### config.mk
export PLATFORM = sky130hd
export DESIGN_NAME = m4i_fifo
export DESIGN_NICKNAME = d
export VERILOG_FILES = /design/src/rtl/m4i_pkg.sv /design/src/rtl/m4i_fifo.sv
export SDC_FILE = /design/constraint.sdc
export NUM_CORES = 1
export LEC_CHECK = 0
export BUFFER_PORTS_ARGS = -buffer_cell sky130_fd_sc_hd__buf_4
export CAP_MARGIN = 25
export CELL_PAD_IN_SITES_DETAIL_PLACEMENT = 1
export CELL_PAD_IN_SITES_GLOBAL_PLACEMENT = 1
export CORE_AREA = 2 2 407 409
export CTS_CLUSTER_SIZE = 14
export DETAILED_ROUTE_END_ITERATION = 12
export DIE_AREA = 0 0 409 411
export PLACE_DENSITY = 0.55
export SLEW_MARGIN = 20
export SYNTH_ARGS = -nofsm -noshare
export SYNTH_HDL_FRONTEND = slang
export SYNTH_SLANG_ARGS = --single-unit
### constraint.sdc
create_clock -name clk -period 34.7 [get_ports clk]
set_input_delay 8.675 -clock clk [delete_from_list [all_inputs] [get_ports clk]]
set_output_delay 8.675 -clock clk [all_outputs]
set_load 0.05 [all_outputs]
### src/rtl/m4i_pkg.sv
// ----------------------------------------------------------------------------
// m4i_pkg
// Shared types, constants and index tables of the 4x4 matrix inverse core.
// ----------------------------------------------------------------------------
package m4i_pkg;

  localparam int ELEMENT_WIDTH_DEF = 32;
  localparam int FRAC_BITS_DEF     = 16;
  localparam int THR_WIDTH         = 32;
  localparam int PADDR_WIDTH       = 3;
  localparam int PDATA_WIDTH       = 32;

  localparam logic [THR_WIDTH-1:0] THRESHOLD_RESET = 32'd1;
  localparam logic                 REG_DET_THRESHOLD = 1'b0;

  localparam logic [3:0] SUB_LAST  = 4'd11;
  localparam logic [3:0] ELEM_LAST = 4'd15;

  typedef enum logic [3:0] {
    ST_IDLE,
    ST_FETCH,
    ST_ISSUE,
    ST_WAIT,
    ST_ABS,
    ST_CHECK,
    ST_SING,
    ST_DIV_LOAD,
    ST_DIV_GO,
    ST_DIV_WAIT
  } state_t;

  typedef enum logic [1:0] {
    PH_SUB,
    PH_COF,
    PH_DET
  } phase_t;

  typedef enum logic [1:0] {
    SRC_ELEM,
    SRC_SUB,
    SRC_COF
  } src_t;

  typedef struct packed {
    logic start;
    logic clear;
    logic neg;
  } mac_cmd_t;

  typedef struct packed {
    logic [3:0] a;
    logic [3:0] b;
    logic [3:0] c;
    logic [3:0] d;
  } sub_entry_t;

  typedef struct packed {
    logic       neg;
    logic [3:0] e0;
    logic [3:0] e1;
    logic [3:0] e2;
    logic [3:0] u0;
    logic [3:0] u1;
    logic [3:0] u2;
  } cof_entry_t;

  // 2x2 sub-determinant a*b - c*d; entries 0..5 from rows 0-1, 6..11 from rows 2-3.
  function automatic sub_entry_t sub_tab(input logic [3:0] j);
    sub_entry_t r;
    unique case (j)
      4'd0:    r = '{4'd0,  4'd5,  4'd1,  4'd4};
      4'd1:    r = '{4'd0,  4'd6,  4'd2,  4'd4};
      4'd2:    r = '{4'd0,  4'd7,  4'd3,  4'd4};
      4'd3:    r = '{4'd1,  4'd6,  4'd2,  4'd5};
      4'd4:    r = '{4'd1,  4'd7,  4'd3,  4'd5};
      4'd5:    r = '{4'd2,  4'd7,  4'd3,  4'd6};
      4'd6:    r = '{4'd8,  4'd13, 4'd9,  4'd12};
      4'd7:    r = '{4'd8,  4'd14, 4'd10, 4'd12};
      4'd8:    r = '{4'd8,  4'd15, 4'd11, 4'd12};
      4'd9:    r = '{4'd9,  4'd14, 4'd10, 4'd13};
      4'd10:   r = '{4'd9,  4'd15, 4'd11, 4'd13};
      4'd11:   r = '{4'd10, 4'd15, 4'd11, 4'd14};
      default: r = '0;
    endcase
    return r;
  endfunction

  // Adjugate entries in row-major order: e0*u0 - e1*u1 + e2*u2, negated when neg is set.
  localparam cof_entry_t COF_TAB [16] = '{
    '{1'b0, 4'd5,  4'd6,  4'd7,  4'd11, 4'd10, 4'd9},
    '{1'b1, 4'd1,  4'd2,  4'd3,  4'd11, 4'd10, 4'd9},
    '{1'b0, 4'd13, 4'd14, 4'd15, 4'd5,  4'd4,  4'd3},
    '{1'b1, 4'd9,  4'd10, 4'd11, 4'd5,  4'd4,  4'd3},
    '{1'b1, 4'd4,  4'd6,  4'd7,  4'd11, 4'd8,  4'd7},
    '{1'b0, 4'd0,  4'd2,  4'd3,  4'd11, 4'd8,  4'd7},
    '{1'b1, 4'd12, 4'd14, 4'd15, 4'd5,  4'd2,  4'd1},
    '{1'b0, 4'd8,  4'd10, 4'd11, 4'd5,  4'd2,  4'd1},
    '{1'b0, 4'd4,  4'd5,  4'd7,  4'd10, 4'd8,  4'd6},
    '{1'b1, 4'd0,  4'd1,  4'd3,  4'd10, 4'd8,  4'd6},
    '{1'b0, 4'd12, 4'd13, 4'd15, 4'd4,  4'd2,  4'd0},
    '{1'b1, 4'd8,  4'd9,  4'd11, 4'd4,  4'd2,  4'd0},
    '{1'b1, 4'd4,  4'd5,  4'd6,  4'd9,  4'd7,  4'd6},
    '{1'b0, 4'd0,  4'd1,  4'd2,  4'd9,  4'd7,  4'd6},
    '{1'b1, 4'd12, 4'd13, 4'd14, 4'd3,  4'd1,  4'd0},
    '{1'b0, 4'd8,  4'd9,  4'd10, 4'd3,  4'd1,  4'd0}
  };

endpackage

### src/rtl/m4i_fifo.sv
// ----------------------------------------------------------------------------
// m4i_fifo
// Two-entry queue of whole matrices between the loader and the solver.
// ----------------------------------------------------------------------------
module m4i_fifo #(
  parameter int WIDTH = 16 * m4i_pkg::ELEMENT_WIDTH_DEF
) (
  input  logic             clk,
  input  logic             rst,
  input  logic             push,
  input  logic [WIDTH-1:0] push_data,
  output logic             full,
  input  logic             pop,
  output logic [WIDTH-1:0] head,
  output logic             head_valid
);
  import m4i_pkg::*;

  logic [WIDTH-1:0] mem [2];
  logic             wr_ptr;
  logic             rd_ptr;
  logic [1:0]       count;

  assign full       = (count == 2'd2);
  assign head_valid = (count != 2'd0);
  assign head       = mem[rd_ptr];

  always_ff @(posedge clk) begin
    if (rst) begin
      wr_ptr <= 1'b0;
      rd_ptr <= 1'b0;
      count  <= 2'd0;
    end else begin
      if (push) begin
        wr_ptr <= !wr_ptr;
      end
      if (pop) begin
        rd_ptr <= !rd_ptr;
      end
      if (push && !pop) begin
        count <= count + 2'd1;
      end else if (pop && !push) begin
        count <= count - 2'd1;
      end
    end
  end

  always_ff @(posedge clk) begin
    if (push) begin
      mem[wr_ptr] <= push_data;
    end
  end

endmodule

# Word-level counts from Yosys, hierarchy flattened
# Memories as Yosys holds them, arrays and structs flattened. A register that Yosys moved wholly into a read port is not among the register bits.
# Index checks and enable logic that the tools add are counted.
# totals
word_cells,21
ff_bits,4
memories,1
inputBits,516
out_inout_bits,514
ram_bits,1024
# mem_list
memory,depth,word_bits,read_ports,rd_ports_with_merged_regs,write_ports,line,rtl
mem,2,512,1,1,1,m4i_fifo.sv:19,logic [WIDTH-1:0] mem [2];
# classes
n_mux,6
n_eq_ne,1
n_reduce_logical,8
n_addsub,2
# ops
operator,count
1-bit logical NOT,4
1-bit 2-to-1 mux,4
2-bit 2-to-1 mux,2
2-bit nonzero test,2
2-bit by 1-bit adder with 2-bit output (second input constant),1
2-bit == test (second input constant),1
1-bit logical AND,2
2-bit by 1-bit subtractor with 2-bit output (second input constant),1

# Logic depth before layout (Yosys ltp)
# depth
word_depth,4
ltp_mapped,5
ltp_nobuf,5

# Worst setup path after synthesis
# OpenSTA, ideal clock, no wires.
# synth_timing
kind,input -> register
start,input push
end,"memory mem[0][0] in the netlist's numbering, enable pin"
n_path_buf,0
stages,1
arrival_time_ns,30.625
required_ns,33.239
path_slack_ns,2.614
cell_sequence,nor2b_1
# synth_between
elab_chain_cells,2
# synth_rtl
element,line,rtl
from (decl),m4i_fifo.sv:10,"input logic push,"
1-bit 2-to-1 mux,m4i_fifo.sv:49,if (push) begin
1-bit 2-to-1 mux (not written as such),m4i_fifo.sv:50,mem[wr_ptr] <= push_data;
to (decl),m4i_fifo.sv:19,
# No other way between the ends.

==> reports/qor.yml <==
final_layout:
  syn2layout_area_growth_pct: 37.4
  final_area_um2: 51300
  stdcell_count: 5031
  final_util_pct: 31.3
  nets: 3247
  multi_input_area_um2: 5880
  ff_latch_area_um2: 30900
  num-fill-cells: 16866
  drive_gt1_share_pct: 61.3
detailed_routing:
  wl_met3_mm: 10.3
  wl_per_cell_um: 23.8
  vias_per_cell: 4.00
  ant_nets: 0
  wl_mm: 120
  drt-met1-wl_mm: 49.7
  firstDrtPassIters: 5
  num_vias: 20113
  drt-initial-drc-count: 1602
  wl_met2_mm: 56.4
  dr.max_layer_used: "met5"
  drc: 0
place:
  gp_congestion: 0.784
  place_area_um2: 47400
  port_buffers: 1029
  place_inst: 4799
  post-dp-hpwl_mm: 86.4
floorplanning:
  coreArea_um2: 164000
  io_pins: 1030
  die_y_um: 411
  num_rows: 149
  die_w_um: 409
  die-area_um2: 168000
  start_util_pct: 22.8
pwr:
  leakage_nw: 18.6
  peakVddDrop_mv: 0.0389
  power.density_nw_per_um2: 63.8
timing:
  fin_crit_ns: 14.11
  setup_tns_ns: 0
  finalSetupViolations: 0
  hold_viol: 0
  finalCritPeriodShare_pct: 40.7
  rsz0062_at_grt: "no"
  worst_slew_pin_slew_ns: 1.08
  relSlewSlack_pct: 27.9
  final_max_slew_viol_count: 0
  max_freq_mhz: 70.9
  finalClockSkew_ns: 0.0270
worst_setup_path:
  critPathBufInv: 6
  cp-start-kind: "flop"
  path_max_fanout: 73
  crit_top_cell: "buf_4"
  cpLargestDelayFamily: "buffers and inverters"
  cp_slowest_cell: "buf_4"
  cp_slowest_stage_delay_ns: 0.82
  worstSetupPathType: "reg2out"
  cp.required_ns: 26.02
  cp_data_arrival_time_ns: 5.43
  crit_path_end_kind: "output pin"
  critical_path.cell_chain: "buf_12 -> buf_4 -> buf_4 -> buf_4 -> buf_4 -> mux2_2 -> buf_4"
yosys:
  synth_top_area_share_pct: 82.3
  netlist_instances: 1615
  yosysSeqAreaShare_pct: 82.6
  synth_nets: 2132
  ys_ff_latch: 1029
  netlist_area_um2: 37400
  ys_dominant_reg_cell: "edfxtp_1"
  synth_top_cell_by_area: "edfxtp_1"
  synthDistinctLibCells: 17
  synth_area_leaders: "edfxtp_1, mux2_2, buf_6"
  synth_warnings: 0
  synth_edf_count: 1024
  synthArstFlopShare_pct: 0
  syn_avg_cell_area_um2: 23.1
hold_path:
  min_path_type: "reg2reg"
clock_tree:
  clkSinkCount: 1029
  htreeDepth: 3
  postCtsSetupBuffers: 0
  root_buffer: "clkbuf_16"
  cts-buffers-inserted: 115
  clock_latency_ns: 0.74
  cts_tree: "done"
  path_clk_slew_ns: 0.05
  cts_hold_buf: 0
  clockBufferDepth: 3
  ctsResizeCount: 0
global_routing:
  grt_overflow: 0
  grt_max_degree: 157
  grt_pass1_wl_mm: 163
  grtUsageTotal_pct: 13.7
  antenna_found_initial: 32
  grt_pass1_vias: 20774
run_status:
  outcome: "finished clean"
job:
  max-cap-violations: 0
==> cell usage after synthesis, types with 2 or more instances <==
cell         n
nor2_1       4
mux2_2     512
dfxtp_1      5
edfxtp_1  1024
xnor2_1      2
xor2_1       2
buf_6       46
buf_2        3
nor2b_1      2
clkbuf_8     8
==> cells by family after synthesis <==
family / count (synthesis) / synth area share [%]
buf+inv: 58 / 1.73
fa+ha+maj: 1 / 0.0335
xor+xnor: 4 / 0.0938
simple gates: 9 / 0.124
mux: 512 / 15.4
flops: 1029 / 82.6
compound gates: 2 / 0.0268
==> worst min-delay path, delay by kind of cell (launching register included) <==
family / cells / cell delay, ns
flops: 1 / 0.32
compound gates: 2 / 0.14
==> sequential cells by signal, indices dropped and copies added, names as in the netlist, named ones only <==
register	flops
rd_ptr	1
count	2
mem	1024
wr_ptr	1
==> cell usage in the layout, fill, tap and decap left out, types with 2 or more instances in the layout <==
cell type | synthesis | final
buf_12 | 0 | 3
bufinv_16 | 0 | 13
clkinvlp_4 | 0 | 3
clkinv_1 | 0 | 31
xor2_1 | 2 | 2
clkbuf_1 | 0 | 22
dfxtp_1 | 5 | 4
edfxtp_1 | 1024 | 1024
clkinv_16 | 0 | 2
inv_16 | 0 | 2
clkinv_4 | 0 | 3
mux2_2 | 512 | 512
nor2_1 | 4 | 4
buf_4 | 0 | 1048
buf_16 | 0 | 4
inv_6 | 0 | 2
clkinv_2 | 0 | 20
diode_2 | 0 | 13
clkbuf_16 | 0 | 117
xnor2_1 | 2 | 2
==> area by class of cell <==
cell class / instances / share of cell area, %
antenna: 13 / 0.0634
timing repair buffer: 1055 / 15.7
clock buffer: 139 / 5.86
sequential: 1029 / 60.1
clock inverter: 77 / 1.53
inverter: 1 / 0.00731
tap: 2189 / 5.33
multi-input combinational: 528 / 11.5
==> through the flow <==
| step | hold slack, ns | power (mW) | worst slack, ns |
|---|---|---|---|
| after global placement | 0.490 | 2.08 | 21.05 |
| after floorplan | 0.456 | 1.92 | 2.61 |
| final | 0.501 | 3.28 | 20.59 |
| after detailed placement | 0.494 | 2.08 | 21.24 |
| after global routing | 0.559 | 3.39 | 20.22 |
| after CTS | 0.503 | 3.32 | 20.38 |
==> where the power goes <==
group	internal, mW	leakage [nW]	switching (mW)
clock network	0.715	1.85	0.508
registers	1.45	9.65	0.0232
logic	0.190	7.09	0.386
==> routing by layer <==
metal | track usage (%) | vias up
met5 | 0 | -
met4 | 4.90 | 8
met3 | 4.23 | 156
met2 | 21.5 | 971
met1 | 17.7 | 10239
li1 | - | 8739
==> worst paths after layout <==
kind | startpoint | endpoint | slack [ns] | cells after the start
hold / removal | count[1] | count[1] | 0.50 | 2
hold reg to reg | count[1] | count[1] | 0.50 | 2
setup reg to reg | wr_ptr | mem[1][194] | 30.51 | 4
setup / recovery | flop | head[167] | 20.59 | 7
No activity file was read; power rests on OpenSTA's default activity.
