[config.mk]
export PLATFORM = sky130hd
export DESIGN_NAME = m4i_front
export DESIGN_NICKNAME = d
export VERILOG_FILES = /design/src/rtl/m4i_pkg.sv /design/src/rtl/m4i_front.sv
export SDC_FILE = /design/constraint.sdc
export NUM_CORES = 1
export LEC_CHECK = 0
export BUFFER_PORTS_ARGS = -buffer_cell sky130_fd_sc_hd__buf_4
export CAP_MARGIN = 20
export CORE_AREA = 5 5 211 213
export CTS_BUF_LIST = sky130_fd_sc_hd__clkbuf_8
export CTS_CLUSTER_DIAMETER = 80
export DETAILED_ROUTE_END_ITERATION = 8
export DIE_AREA = 0 0 216 218
export GPL_TIMING_DRIVEN = 0
export HOLD_SLACK_MARGIN = 0.02
export SLEW_MARGIN = 20
export SYNTH_ARGS = -nofsm -noshare
export SYNTH_HDL_FRONTEND = slang
export SYNTH_SLANG_ARGS = --single-unit
[constraint.sdc]
create_clock -name clk -period 5 [get_ports clk]
set_input_delay 0.75 -clock clk [delete_from_list [all_inputs] [get_ports clk]]
set_output_delay 0.75 -clock clk [all_outputs]
set_load 0.05 [all_outputs]
[src/rtl/m4i_pkg.sv]
// ----------------------------------------------------------------------------
// m4i_pkg
// Shared types, constants and index tables of the 4x4 matrix inverse core.
// ----------------------------------------------------------------------------
package m4i_pkg;

  localparam int ELEMENT_WIDTH_DEF = 32;
  localparam int FRAC_BITS_DEF     = 16;
  localparam int THR_WIDTH         = 32;
  localparam int PADDR_WIDTH       = 3;
  localparam int PDATA_WIDTH       = 32;

  localparam logic [THR_WIDTH-1:0] THRESHOLD_RESET = 32'd1;
  localparam logic                 REG_DET_THRESHOLD = 1'b0;

  localparam logic [3:0] SUB_LAST  = 4'd11;
  localparam logic [3:0] ELEM_LAST = 4'd15;

  typedef enum logic [3:0] {
    ST_IDLE,
    ST_FETCH,
    ST_ISSUE,
    ST_WAIT,
    ST_ABS,
    ST_CHECK,
    ST_SING,
    ST_DIV_LOAD,
    ST_DIV_GO,
    ST_DIV_WAIT
  } state_t;

  typedef enum logic [1:0] {
    PH_SUB,
    PH_COF,
    PH_DET
  } phase_t;

  typedef enum logic [1:0] {
    SRC_ELEM,
    SRC_SUB,
    SRC_COF
  } src_t;

  typedef struct packed {
    logic start;
    logic clear;
    logic neg;
  } mac_cmd_t;

  typedef struct packed {
    logic [3:0] a;
    logic [3:0] b;
    logic [3:0] c;
    logic [3:0] d;
  } sub_entry_t;

  typedef struct packed {
    logic       neg;
    logic [3:0] e0;
    logic [3:0] e1;
    logic [3:0] e2;
    logic [3:0] u0;
    logic [3:0] u1;
    logic [3:0] u2;
  } cof_entry_t;

  // 2x2 sub-determinant a*b - c*d; entries 0..5 from rows 0-1, 6..11 from rows 2-3.
  function automatic sub_entry_t sub_tab(input logic [3:0] j);
    sub_entry_t r;
    unique case (j)
      4'd0:    r = '{4'd0,  4'd5,  4'd1,  4'd4};
      4'd1:    r = '{4'd0,  4'd6,  4'd2,  4'd4};
      4'd2:    r = '{4'd0,  4'd7,  4'd3,  4'd4};
      4'd3:    r = '{4'd1,  4'd6,  4'd2,  4'd5};
      4'd4:    r = '{4'd1,  4'd7,  4'd3,  4'd5};
      4'd5:    r = '{4'd2,  4'd7,  4'd3,  4'd6};
      4'd6:    r = '{4'd8,  4'd13, 4'd9,  4'd12};
      4'd7:    r = '{4'd8,  4'd14, 4'd10, 4'd12};
      4'd8:    r = '{4'd8,  4'd15, 4'd11, 4'd12};
      4'd9:    r = '{4'd9,  4'd14, 4'd10, 4'd13};
      4'd10:   r = '{4'd9,  4'd15, 4'd11, 4'd13};
      4'd11:   r = '{4'd10, 4'd15, 4'd11, 4'd14};
      default: r = '0;
    endcase
    return r;
  endfunction

  // Adjugate entries in row-major order: e0*u0 - e1*u1 + e2*u2, negated when neg is set.
  localparam cof_entry_t COF_TAB [16] = '{
    '{1'b0, 4'd5,  4'd6,  4'd7,  4'd11, 4'd10, 4'd9},
    '{1'b1, 4'd1,  4'd2,  4'd3,  4'd11, 4'd10, 4'd9},
    '{1'b0, 4'd13, 4'd14, 4'd15, 4'd5,  4'd4,  4'd3},
    '{1'b1, 4'd9,  4'd10, 4'd11, 4'd5,  4'd4,  4'd3},
    '{1'b1, 4'd4,  4'd6,  4'd7,  4'd11, 4'd8,  4'd7},
    '{1'b0, 4'd0,  4'd2,  4'd3,  4'd11, 4'd8,  4'd7},
    '{1'b1, 4'd12, 4'd14, 4'd15, 4'd5,  4'd2,  4'd1},
    '{1'b0, 4'd8,  4'd10, 4'd11, 4'd5,  4'd2,  4'd1},
    '{1'b0, 4'd4,  4'd5,  4'd7,  4'd10, 4'd8,  4'd6},
    '{1'b1, 4'd0,  4'd1,  4'd3,  4'd10, 4'd8,  4'd6},
    '{1'b0, 4'd12, 4'd13, 4'd15, 4'd4,  4'd2,  4'd0},
    '{1'b1, 4'd8,  4'd9,  4'd11, 4'd4,  4'd2,  4'd0},
    '{1'b1, 4'd4,  4'd5,  4'd6,  4'd9,  4'd7,  4'd6},
    '{1'b0, 4'd0,  4'd1,  4'd2,  4'd9,  4'd7,  4'd6},
    '{1'b1, 4'd12, 4'd13, 4'd14, 4'd3,  4'd1,  4'd0},
    '{1'b0, 4'd8,  4'd9,  4'd10, 4'd3,  4'd1,  4'd0}
  };

endpackage

[src/rtl/m4i_front.sv]
// ----------------------------------------------------------------------------
// m4i_front
// Collects elements into a matrix and hands each full matrix to the queue.
// ----------------------------------------------------------------------------
module m4i_front #(
  parameter int ELEMENT_WIDTH = m4i_pkg::ELEMENT_WIDTH_DEF
) (
  input  logic                           clk,
  input  logic                           rst,
  input  logic signed [ELEMENT_WIDTH-1:0] element,
  input  logic                           element_valid,
  output logic                           element_ready,
  output logic                           push,
  output logic [16*ELEMENT_WIDTH-1:0]    push_data,
  input  logic                           queue_full
);
  import m4i_pkg::*;

  logic signed [ELEMENT_WIDTH-1:0] store [15];
  logic [3:0]                      load_count;
  logic                            accept;

  // The sixteenth element needs room in the queue; the others never wait.
  assign element_ready = !((load_count == ELEM_LAST) && queue_full);
  assign accept        = element_valid && element_ready;
  assign push          = accept && (load_count == ELEM_LAST);

  always_comb begin
    for (int i = 0; i < 15; i++) begin
      push_data[i*ELEMENT_WIDTH +: ELEMENT_WIDTH] = store[i];
    end
    push_data[15*ELEMENT_WIDTH +: ELEMENT_WIDTH] = element;
  end

  always_ff @(posedge clk) begin
    if (rst) begin
      load_count <= '0;
    end else if (accept) begin
      load_count <= load_count + 4'd1;
    end
  end

  always_ff @(posedge clk) begin
    if (accept && (load_count != ELEM_LAST)) begin
      store[load_count] <= element;
    end
  end

endmodule

Word level (Yosys, flattened, before mapping)
Memories as Yosys holds them, arrays and structs flattened.
Cells that the tools add are included.
Widths: inputs -> output; s select.
{"block": "classes", "magnitude_cmp": 0, "n_bitwise": 0, "shifts": 0, "n_eq_ne": 2, "div_mod_pow": 0, "reduce_logical": 5, "addsub": 1, "n_mul": 0, "mux": 2}
{"operator": "$add 4x1->4 const B", "count": 1}
{"operator": "$eq 4x4->1 const B", "count": 1}
{"operator": "$logic_and 1x1->1", "count": 4}
{"operator": "$ne 4x4->1 const B", "count": 1}
{"operator": "$mux 1", "count": 2}
{"operator": "$logic_not 1->1", "count": 1}
{"block": "word_totals", "reg_bits": 4, "input_bits": 36, "n_memories": 1, "latch_bits": 0, "out_inout_bits": 514, "word_cells": 12, "mem_bits_ro": 0, "ramBits": 480}
{"name": "store", "depth": 15, "word_bits": 32, "read_ports": 15, "rd_clocked_by_memory_dff": 0, "write_ports": 1, "line_no": "m4i_front.sv:19", "rtl": "logic signed [ELEMENT_WIDTH-1:0] store [15];"}

Logic depth before layout (Yosys ltp)
{"block": "logic_depth", "ltp_word": 7, "ltp_mapped": 4}

Worst setup path after synthesis
OpenSTA, ideal clock, no wires.
{"block": "synth_timing", "kind": "in2reg", "startpoint": "input port element_valid", "endpoint": "memory store[3][0] (netlist name), enable pin", "t_arrival_ns": 3.236, "setup_ns": 0.461, "path_stages": 3, "path_slack_ns": 1.303, "n_path_buf": 1, "path_cell_list": "buf_2 -> nand2_1 -> nor3_1"}
{"block": "synth_via", "elab_chain_cells": 4}
{"element": "start, declared", "line_no": "m4i_front.sv:11", "rtl": "input logic element_valid,"}
{"element": "$logic_and 1x1->1", "line_no": "m4i_front.sv:25", "rtl": "assign accept = element_valid && element_ready;"}
{"element": "$logic_and 1x1->1", "line_no": "m4i_front.sv:44", "rtl": "if (accept && (load_count != ELEM_LAST)) begin"}
{"element": "$mux 1", "line_no": "m4i_front.sv:44"}
{"element": "$mux 1 (not written as such)", "line_no": "m4i_front.sv:45", "rtl": "store[load_count] <= element;"}
{"element": "end, declared", "line_no": "m4i_front.sv:19"}
Every way passes these cells.

Worst setup path in the final report
{"block": "layout_timing", "startpoint": "register load_count[0]", "endpoint": "output port push"}
{"block": "layout_via", "elab_chain_cells": 5}
{"element": "start, declared", "line_no": "m4i_front.sv:20", "rtl": "logic [3:0] load_count;"}
{"element": "start signal, assigned", "line_no": "m4i_front.sv:39", "rtl": "load_count <= load_count + 4'd1;"}
{"element": "$eq 4x4->1 *", "line_no": "m4i_front.sv:24, m4i_front.sv:26"}
{"element": "$logic_and 1x1->1", "line_no": "m4i_front.sv:24", "rtl": "assign element_ready = !((load_count == ELEM_LAST) && queue_full);"}
{"element": "$logic_not 1->1", "line_no": "m4i_front.sv:24"}
{"element": "$logic_and 1x1->1", "line_no": "m4i_front.sv:25"}
{"element": "$logic_and 1x1->1 *", "line_no": "m4i_front.sv:26", "rtl": "assign push = accept && (load_count == ELEM_LAST);"}
{"element": "end, declared", "line_no": "m4i_front.sv:13", "rtl": "output logic push,"}
Every way passes the cells marked *; elsewhere a longest branch is shown, timed or not.

==> flow_summary.json <==
{
  "status": "complete, no violations",
  "crit_arrival_ns": 1.83,
  "final_cell_mix": "595 x buf_4, 480 x edfxtp_1, 82 x clkbuf_8",
  "powerDensity_nw_per_um2": 372,
  "drt-total-wl_um": 45700,
  "gp_congestion": 0.753,
  "worst_skew_pair.late_latency_ns": 0.65,
  "avgSynthCellArea_sq_um": 26.6,
  "drcViolationCount": 0,
  "yosysTopAreaCellShare_pct": 95.8,
  "ys_ff_latch": 484,
  "nNetsFinal": 1272,
  "vias": 8237,
  "yosys_warnings": 0,
  "multi_input_area_sq_um": 373,
  "grt_usage_pct": 18.6,
  "grt_pass1_wl_um": 62200,
  "grt_max_degree": 33,
  "peakVddDrop_mv": 0.228,
  "max-slew-margin-rel_pct": 49.1,
  "coreArea_sq_um": 42500,
  "ios": 550,
  "start_kind": "flip-flop",
  "drtIter0Drc": 504,
  "post_cts_resize_count": 0,
  "dieArea_sq_um": 47100,
  "hold_class": "in -> reg",
  "worstSetupPathType": "reg -> out",
  "dieWidth_um": 216,
  "clock_skew_ns": 0.0233,
  "initial_utilization_pct": 35.4,
  "antenna_found_initial": 0,
  "grt_overflow": 0,
  "synth.area.top_cells": "edfxtp_1 96%, buf_4 1.6%, dfxtp_1 0.53%, ha_1 0.33%, nor2_1 0.27%",
  "cts_tree": "done",
  "rsz0062_at_grt": "false",
  "post_cts.repair.setup_buffers": 0,
  "synth_cells": 565,
  "min_period_over_period_pct": 51.7,
  "max_cap_viol_count": 0,
  "drive_above_1_share_pct": 57.3,
  "cts.htree.levels": 3,
  "die_h_um": 218,
  "ant_nets": 0,
  "layout_commonest_cell": "buf_4",
  "final.setup.tns_ns": 0,
  "first_global_vias": 8514,
  "crit_buf_inv": 1,
  "cpPeakStageDelay_ns": 0.43,
  "wl_per_cell_um": 24.8,
  "post-route-util_pct": 51.8,
  "required_ns": 4.25,
  "netlist_area_sq_um": 15100,
  "fin_crit_ns": 2.58,
  "ys_seq_area_share_pct": 96.3,
  "clk_pin_slew_worst_paths_ns": 0.06,
  "yosysTopAreaCell": "edfxtp_1",
  "dr.pass1.iters": 4,
  "regArea_sq_um": 14500,
  "hold_buffers": 0,
  "tightest_slew_ns": 0.759,
  "crit_chain": "ha_1 -> nor3b_1 -> buf_4",
  "clockBufferDepth": 3,
  "clock-sinks": 484,
  "syn-num-nets": 605,
  "final-setup-viol-count": 0,
  "numPortBuffers": 548,
  "antenna_cells": 0,
  "cts_root_buffer": "clkbuf_8",
  "hold_violations": 0,
  "crit_slowest_cell": "dfxtp_1",
  "numCtsBuffers": 79,
  "path_max_fanout": 6,
  "clock.fmax_mhz": 387,
  "cp-end-kind": "output port",
  "num-fill-cells": 3456,
  "syn_to_final_growth_pct": 46.3,
  "synth_cell_types": 25,
  "rows": 76,
  "slew_violations": 0,
  "place_hpwl_um": 31400,
  "p_leak_nw": 8.44,
  "drt-vias-per-instance": 4.48,
  "power_mw": 8.20,
  "cp_top_family": "flip-flops"
}
cell families after synthesis:
family	share of synthesized area, %
buf+inv	1.80
fa+ha+maj	0.333
simple gates	1.26
mux	0.0748
flops	96.3
compound gates	0.233
report_power, final:
group	switching (mW)	internal [mW]	total, mW	leakage [nW]
registers	0.0120	4.51	4.52	4.37
logic	0.316	0.115	0.431	3.24
clock network	1.52	1.73	3.25	0.830
total	1.85	6.36	8.20	8.44
worst reg2reg max path, stage by stage, from the launching register on:
cell	delay (ns)
dfxtp_1	0.43
ha_1	0.32
nand2_1	0.24
nor3_2	0.63
buf_6	0.24
buf_4	0.20
buf_4	0.21
per-layer routing:
layer / GRT usage, % / share of wire, % / vias to the layer above
met1: 21.6 / 37 / 4190
li1: - / - / 3576
met5: 0 / 0 / -
met2: 32.0 / 51 / 412
met4: 5.85 / 1.9 / 0
met3: 7.39 / 9.8 / 59
sequential cells by signal, summed over array words and instances, names as in the netlist:
register / cells
load_count: 4
store: 480
synthesized netlist by cell type:
cell type  count
ha_1           4
a21oi_1        2
dfxtp_1        4
nor2b_1        1
buf_4         33
buf_6          1
nor3_1         4
nand4_4        1
nand4b_1       1
mux2_2         1
and2_4         1
o21ai_1        1
and3_1         1
and2_1         3
nand3_1        3
nand2_1        4
buf_2          1
nor2_1        11
nor3b_1        1
or2b_1         1
a211oi_1       1
edfxtp_1     480
o31ai_2        1
inv_1          2
nand2b_1       2
through the flow:
| stage | std cells | instance area, sq um | setup slack [ns] | hold WS [ns] |
|---|---|---|---|---|
| finish | 1839 | 22000 | 2.42 | 0.341 |
| global placement | 1659 | 19800 | -2.44 | 0.544 |
| global route | 1839 | 22000 | 2.24 | 0.295 |
| CTS | 1839 | 22000 | 2.33 | 0.251 |
| detailed placement | 1697 | 20500 | 2.21 | 0.555 |
| floorplan | 565 | 15100 | 1.30 | 0.495 |
final timing paths:
kind	start	end	slack [ns]	cells after the start
worst max-delay path	load_count[0]	push	2.42	3
worst min-delay path	rst	load_count[2]	0.34	2
worst max register to register	load_count[0]	store[3][10]	2.44	6
worst min register to register	load_count[0]	load_count[0]	0.56	2
final cells by class:
type | instances | area share [%]
plain buffers | 35 | 1.20
clock buffers | 82 | 5.12
clock inverters | 60 | 1.65
inverters | 2 | 0.0341
multi-input cells | 44 | 1.69
flip-flops and latches | 484 | 65.8
well taps | 546 | 3.10
repair buffers | 586 | 21.4
(Power assumes the default switching activity.)
